[config.mk]
export PLATFORM = sky130hd
export DESIGN_NAME = psphr_ctrl
export DESIGN_NICKNAME = d
export VERILOG_FILES = /design/src/sv/psphr_pkg.sv /design/src/sv/psphr_ctrl.sv
export SDC_FILE = /design/constraint.sdc
export NUM_CORES = 1
export LEC_CHECK = 0
export BUFFER_PORTS_ARGS = -buffer_cell sky130_fd_sc_hd__buf_2
export CAP_MARGIN = 5
export CORE_AREA = 2 2 39 41
export CTS_BUF_LIST = sky130_fd_sc_hd__clkbuf_16
export DETAILED_ROUTE_END_ITERATION = 10
export DIE_AREA = 0 0 41 43
export PLACE_DENSITY = 0.78
export SETUP_SLACK_MARGIN = 0.15
export SLEW_MARGIN = 25
export SYNTH_ARGS = -nofsm -noshare
export SYNTH_HDL_FRONTEND = slang
export SYNTH_SLANG_ARGS = --single-unit
export TNS_END_PERCENT = 30
[constraint.sdc]
create_clock -name clock -period 1.92 [get_ports clock]
set_input_delay 0.384 -clock clock [delete_from_list [all_inputs] [get_ports clock]]
set_output_delay 0.384 -clock clock [all_outputs]
set_load 0.05 [all_outputs]
[src/sv/psphr_pkg.sv]
// Shared types and constants for the per-source packet history ring.
// Holds field widths, request and status codes, controller states and the
// command and status bundles between controller and datapath. No dependencies.
package psphr_pkg;

   localparam int RING_SIZE_DEF = 16;
   localparam int SOURCES_DEF   = 8;
   localparam int MAX_OUT       = 16;

   localparam int REQ_W     = 2;
   localparam int SRC_W     = 4;
   localparam int TURN_W    = 32;
   localparam int PAYLOAD_W = 64;
   localparam int STATUS_W  = 2;
   localparam int POS_W     = 4;
   localparam int DEPTH_W   = 5;
   localparam int CNT_W     = $clog2(MAX_OUT + 1);
   localparam int SLOT_W    = TURN_W + PAYLOAD_W;

   localparam logic [DEPTH_W-1:0] DEPTH_RESET = DEPTH_W'(2);

   typedef enum logic [REQ_W-1:0] {
      REQ_BUNDLE = 2'd0,
      REQ_STORE  = 2'd1,
      REQ_DUMP   = 2'd2,
      REQ_NONE   = 2'd3
   } req_code_type;

   typedef enum logic [STATUS_W-1:0] {
      ST_PACKET     = 2'd0,
      ST_STORED     = 2'd1,
      ST_EMPTY      = 2'd2,
      ST_BAD_SOURCE = 2'd3
   } status_type;

   typedef enum logic [3:0] {
      S_IDLE,
      S_DECODE,
      S_STATUS,
      S_CURRENT,
      S_SCAN_RD,
      S_SCAN_CHK,
      S_FLUSH,
      S_SEARCH_RD,
      S_SEARCH_CHK,
      S_WRITE
   } state_type;

   typedef struct packed {
      logic capture;
      logic idx_clear;
      logic idx_inc;
      logic rd_en;
      logic rd_phys;
      logic gen_status;
      logic gen_current;
      logic gen_slot;
      logic flush;
      logic found_set;
      logic wr_en;
   } cmd_type;

   typedef struct packed {
      logic req_none;
      logic bad_source;
      logic is_store;
      logic is_dump;
      logic cnt_zero;
      logic depth_one;
      logic out_free;
      logic pend_valid;
      logic can_gen;
      logic emit_want;
      logic scan_more;
      logic turn_match;
      logic search_more;
   } sts_type;

endpackage

[src/sv/psphr_ctrl.sv]
// Controller state machine for the packet history ring.
// Sequences decode, scan, search and write; depends on psphr_pkg.
module psphr_ctrl import psphr_pkg::*; (
   input  logic    clock,
   input  logic    reset,
   input  logic    req_valid,
   output logic    req_stall,
   input  sts_type sts,
   output cmd_type cmd
);

   state_type state_ff, state_in;
   logic      scan_go;

   // A slot that must be emitted cannot be taken while the pending item is stuck.
   assign scan_go = !(sts.emit_want && !sts.can_gen);

   always_comb begin
      state_in = state_ff;
      case (state_ff)
         S_IDLE: begin
            if (req_valid && !sts.req_none) state_in = S_DECODE;
         end
         S_DECODE: begin
            if (sts.bad_source) begin
               state_in = S_STATUS;
            end else if (sts.is_store) begin
               state_in = sts.cnt_zero ? S_WRITE : S_SEARCH_RD;
            end else if (sts.is_dump) begin
               state_in = sts.cnt_zero ? S_STATUS : S_SCAN_RD;
            end else begin
               state_in = S_CURRENT;
            end
         end
         S_STATUS: begin
            if (sts.out_free) state_in = S_IDLE;
         end
         S_CURRENT: begin
            state_in = (!sts.cnt_zero && !sts.depth_one) ? S_SCAN_RD : S_FLUSH;
         end
         S_SCAN_RD: begin
            state_in = S_SCAN_CHK;
         end
         S_SCAN_CHK: begin
            if (scan_go && !sts.scan_more) state_in = S_FLUSH;
         end
         S_FLUSH: begin
            if (sts.out_free) begin
               if (sts.is_dump) begin
                  state_in = S_IDLE;
               end else begin
                  state_in = sts.cnt_zero ? S_WRITE : S_SEARCH_RD;
               end
            end
         end
         S_SEARCH_RD: begin
            state_in = S_SEARCH_CHK;
         end
         S_SEARCH_CHK: begin
            if (sts.turn_match || !sts.search_more) state_in = S_WRITE;
         end
         S_WRITE: begin
            state_in = sts.is_store ? S_STATUS : S_IDLE;
         end
         default: begin
            state_in = S_IDLE;
         end
      endcase
   end

   always_comb begin
      cmd       = '0;
      req_stall = (state_ff != S_IDLE);
      case (state_ff)
         S_IDLE: begin
            cmd.capture = req_valid && !sts.req_none;
         end
         S_STATUS: begin
            cmd.gen_status = sts.out_free;
         end
         S_CURRENT: begin
            cmd.gen_current = 1'b1;
         end
         S_SCAN_RD: begin
            cmd.idx_clear = 1'b1;
            cmd.rd_en     = 1'b1;
         end
         S_SCAN_CHK: begin
            cmd.gen_slot = scan_go && sts.emit_want;
            cmd.idx_inc  = scan_go && sts.scan_more;
            cmd.rd_en    = scan_go && sts.scan_more;
         end
         S_FLUSH: begin
            cmd.flush = sts.out_free;
         end
         S_SEARCH_RD: begin
            cmd.idx_clear = 1'b1;
            cmd.rd_en     = 1'b1;
            cmd.rd_phys   = 1'b1;
         end
         S_SEARCH_CHK: begin
            cmd.rd_phys   = 1'b1;
            cmd.found_set = sts.turn_match;
            cmd.idx_inc   = !sts.turn_match && sts.search_more;
            cmd.rd_en     = !sts.turn_match && sts.search_more;
         end
         S_WRITE: begin
            cmd.wr_en = 1'b1;
         end
         default: begin
            cmd = '0;
         end
      endcase
   end

   always_ff @(posedge clock) begin
      if (reset) begin
         state_ff <= S_IDLE;
      end else begin
         state_ff <= state_in;
      end
   end

   // Nothing may be left pending once a request has finished.
   assert property (@(posedge clock) disable iff (reset)
      state_ff == S_IDLE |-> !sts.pend_valid)
      else $error("pending item left over after request");

   // A status result always stands alone.
   assert property (@(posedge clock) disable iff (reset)
      cmd.gen_status |-> !sts.pend_valid)
      else $error("status result issued with a packet pending");

   // Flushing always has a packet to close the sequence with.
   assert property (@(posedge clock) disable iff (reset)
      state_ff == S_FLUSH |-> sts.pend_valid)
      else $error("flush without a pending packet");

endmodule

; ---- After elaboration in Yosys (flattened, before gate mapping)
; Cells that the tools add are included.
[word_totals]
regBits = 4
out_inout_bits = 12
word_cells = 61
[op_classes]
n_eq_ne = 14
n_mux = 25
n_reduce_logical = 21
[op_table]
columns = cell, count
row1 = 4-bit case mux with 10 select lines, 1
row2 = 4-bit two-way mux, 9
row3 = "4-bit by 3-bit == test with 1-bit output, second input constant", 4
row4 = "2-bit != test, second input constant", 5
row5 = 1-bit two-way mux, 9
row6 = "4-bit by 2-bit == test with 1-bit output, second input constant", 2
row7 = "4-bit == test, second input constant", 2
row8 = 1-bit zero test, 8
row9 = 1-bit logical AND, 7
row10 = 3-bit two-way mux, 2
row11 = 5-bit AND reduction, 1
row12 = "4-bit by 1-bit == test with 1-bit output, second input constant", 1
row13 = 4-bit zero test, 1
row14 = 2-bit two-way mux, 2
row15 = 4-bit nonzero test, 1
row16 = 2-bit OR reduction, 2
row17 = 1-bit case mux with 3 select lines, 1
row18 = 1-bit case mux with 2 select lines, 1
row19 = 1-bit logical OR, 1

; ---- Logic depth before layout (Yosys ltp)
[logic_depth]
depth_word = 6
ltp_mapped = 6
ltp_nobuf = 5

; ---- Worst setup path before layout
; Ideal clock, no wire load.
[synth_timing]
path_type = reg-to-reg
startpoint = register state_ff[3]
endpoint = register state_ff[1]
setup_time_ns = 0.088
t_arrival_ns = 2.246
required_ns = 1.832
setup_slack_ns = -0.414
stages_incl_launch_ff = 5
path_cell_list = dfxtp_1 > buf_2 > nor3b_1 > a2111oi_0 > o31ai_1
[synth_between]
elab_chain_len = 3
word_cells_on_any_way = 17
classes_between = eq/ne: 14 / mux: 1 / reduce/logical: 2
[synth_rtl]
columns = item, line
row1 = start: declaration, psphr_ctrl.sv:12  ; state_type state_ff, state_in;
row2 = start signal: assignment, psphr_ctrl.sv:120  ; state_ff <= state_in;
row3 = 4-bit == test (tied with other cells), psphr_ctrl.sv:20  ; case (state_ff)
row4 = 2-bit != test (no line), -
row5 = 5-bit AND reduction (no line), -
; Several ways; a longest one is shown, not always the timed one.
; A chain may end at the register's enable or synchronous reset.

==> metrics.csv <==
metric,value,unit
max reg flops,4,
Starting Density,0.3608,
CP startpoint,state_ff[2],
normalized max-slew margin,0.6889,
sequential-to-total area share from yosys stat,0.1604,
Post-CTS Hold Fix Bufs,0,
maximum clock rate,0.5490,GHz
largest cells by area after synthesis,"dfxtp_1, nand2b_1, nor2_1",
post-synthesis cell count,74,
"Hold Violations, Final",0,
"Cell Area, Synth",499.2,µm²
maxcap violations,0,
critical path class,flop to output pin,
die height,43,µm
Rows,14,
wire length per cell,13.69,µm
Finish-stage setup viols,0,
RSZ-0062 raised after global routing,true,
crit start category,flop,
TNS Setup,0,ns
PnR Total Power,0.0005854,W
Total GRT Usage,0.2224,
fin crit share,0.9488,
grt total ovfl,0,
"commonest cells after routing, fill and taps aside","buf_2, buf_4, nor2_1",
Biggest register,state_ff,
CTS Root Cell,clkbuf_16,
post-route cell area,850.8,µm²
main flop type after synthesis,dfxtp_1,
clk sinks,4,
Layout Skew,0.002741,ns
share of post-route cells with drive strength above 1,0.4623,
iteration-0 DRC count of the detailed router,19,
dpl hpwl,1.119,mm
number of synthesized flops with an enable pin,0,
post-route ant nets,0,
Slew Limit Fails,0,
Post-Syn Nets,90,
Yosys reg bits,4,
Area growth syn-to-layout,70.43,%
largest net degree at the start of global routing,10,
final wirelength,1.670,mm
clk slew on worst S/H paths,0.03,ns
Die Area,1763,µm²
CTS tree,done,
"Net count, final",124,
PortBufs,26,
worst slew pin tran,0.4549,ns
largest area contributor in the netlist,dfxtp_1,
CTS max path bufs,2,
H-tree Lvls,1,
placed instance area,680.7,µm²
Min-Delay Path Class,input pin to flop,
Largest regs,state_ff: 4 flops,
"most common cell after layout, fill and taps aside",buf_2,
crit-path max FO,4,
Layout Utilization,0.6148,
global-route wire length before repair,2.642,mm
leakage,0.3881,nW
I/O pins,28,
vias in the first global route,646,
global placer's final weighted congestion,0.9013,
WP data required,1.54,ns
CTS Buf Count,3,
Skew-Pair Late Insertion Delay,0.23,ns
worst hold start,reset,
initial antenna violation count,0,
CP endpoint kind,output pin,
Pwr Density,688.1,nW/µm²
Avg Vias per Cell,5.697,
origin of the critical flop-to-flop path,state_ff[2],
Worst EP arrival,1.44,ns
Yosys warnings,0,
post-synth cell types,35,
Tmin final,1.822,ns
Avg Inst Size Synth,6.746,µm²
DRT Pass-1 Iters,4,
# diodes,0,
final worst setup slack,0.09839,ns
"Async S/R FF share, synth",0,
Post-route DRC,0,
Peak VDD IR,595.2,µV
Core Footprint,1384,µm²
DP Worst Slack,0.1247,ns
Die Span X,41,µm
status,"complete, no violations",
vias,695,
Yosys top cell area share,0.1604,
worst max-delay path, stage by stage, from the launching register on:
cell	delay (ns)
dfxtp_4	0.37
nor4bb_4	0.37
nand3b_1	0.11
nand2_1	0.10
or2_4	0.13
buf_8	0.14
cells by family (layout without fill, tap and decap cells):
family	count (synthesis)	in the layout	synth area share
and+or+nand+nor	42	42	0.4787
DFF	4	4	0.1604
AOI/OAI and AO/OA	20	20	0.2857
buffers and inverters	8	40	0.07518
power breakdown:
group	internal [W]	total (W)	switching, W
registers	0.0000878	0.000100	0.0000125
logic	0.0000627	0.000159	0.0000959
clock network	0.000266	0.000327	0.0000603
total	0.000417	0.000585	0.000169
worst paths after layout:
| check | to | slack [ns] | cells past startpoint |
|---|---|---|---|
| worst max-delay path | cmd[7] | 0.1 | 5 |
| worst min-delay path | state_ff[0] | 0.38 | 2 |
| worst max register to register | state_ff[3] | 0.35 | 5 |
| worst min register to register | state_ff[1] | 0.78 | 3 |
final cells by class:
type,instances,area [µm²]
flip-flops and latches,4,95.09
multi-input cells,62,431.7
well taps,16,20.02
fillers,132,533.0
repair buffers,34,217.7
inverters,3,11.26
clock buffers,3,75.07
synth_stat cells (2+ instances only):
master / number
nor2_1: 9
nand2_1: 6
nand2b_1: 6
a21oi_1: 4
and3_1: 4
dfxtp_1: 4
inv_1: 3
nor2b_1: 3
o21ai_0: 3
a2111oi_0: 2
a211oi_1: 2
and2_1: 2
buf_2: 2
nand3b_1: 2
nor3_1: 2
metal layers:
layer | GRT usage | wire length, µm
met2 | 0.3563 | 842
met4 | 0.1200 | 38
met3 | 0.03141 | 93
met5 | 0 | 0
met1 | 0.2684 | 696
metrics by stage:
stage          hold slack [ns]  cells
3_5_place_dp            0.6059    118
2_1_floorplan           0.4558     74
3_3_place_gp            0.5993    118
4_1_cts                 0.3752    122
6_report                0.3804    122
5_1_grt                 0.4053    122
timing repair:
action | 4_1_cts | 5_1_grt
setup endpoints to repair | 10 | 9
pin swaps | 1 | 0
gates cloned | 0 | 0
buffers inserted | 1 | 0
resized for setup | 23 | 3
Note: power is estimated with default switching activity, not from simulation.
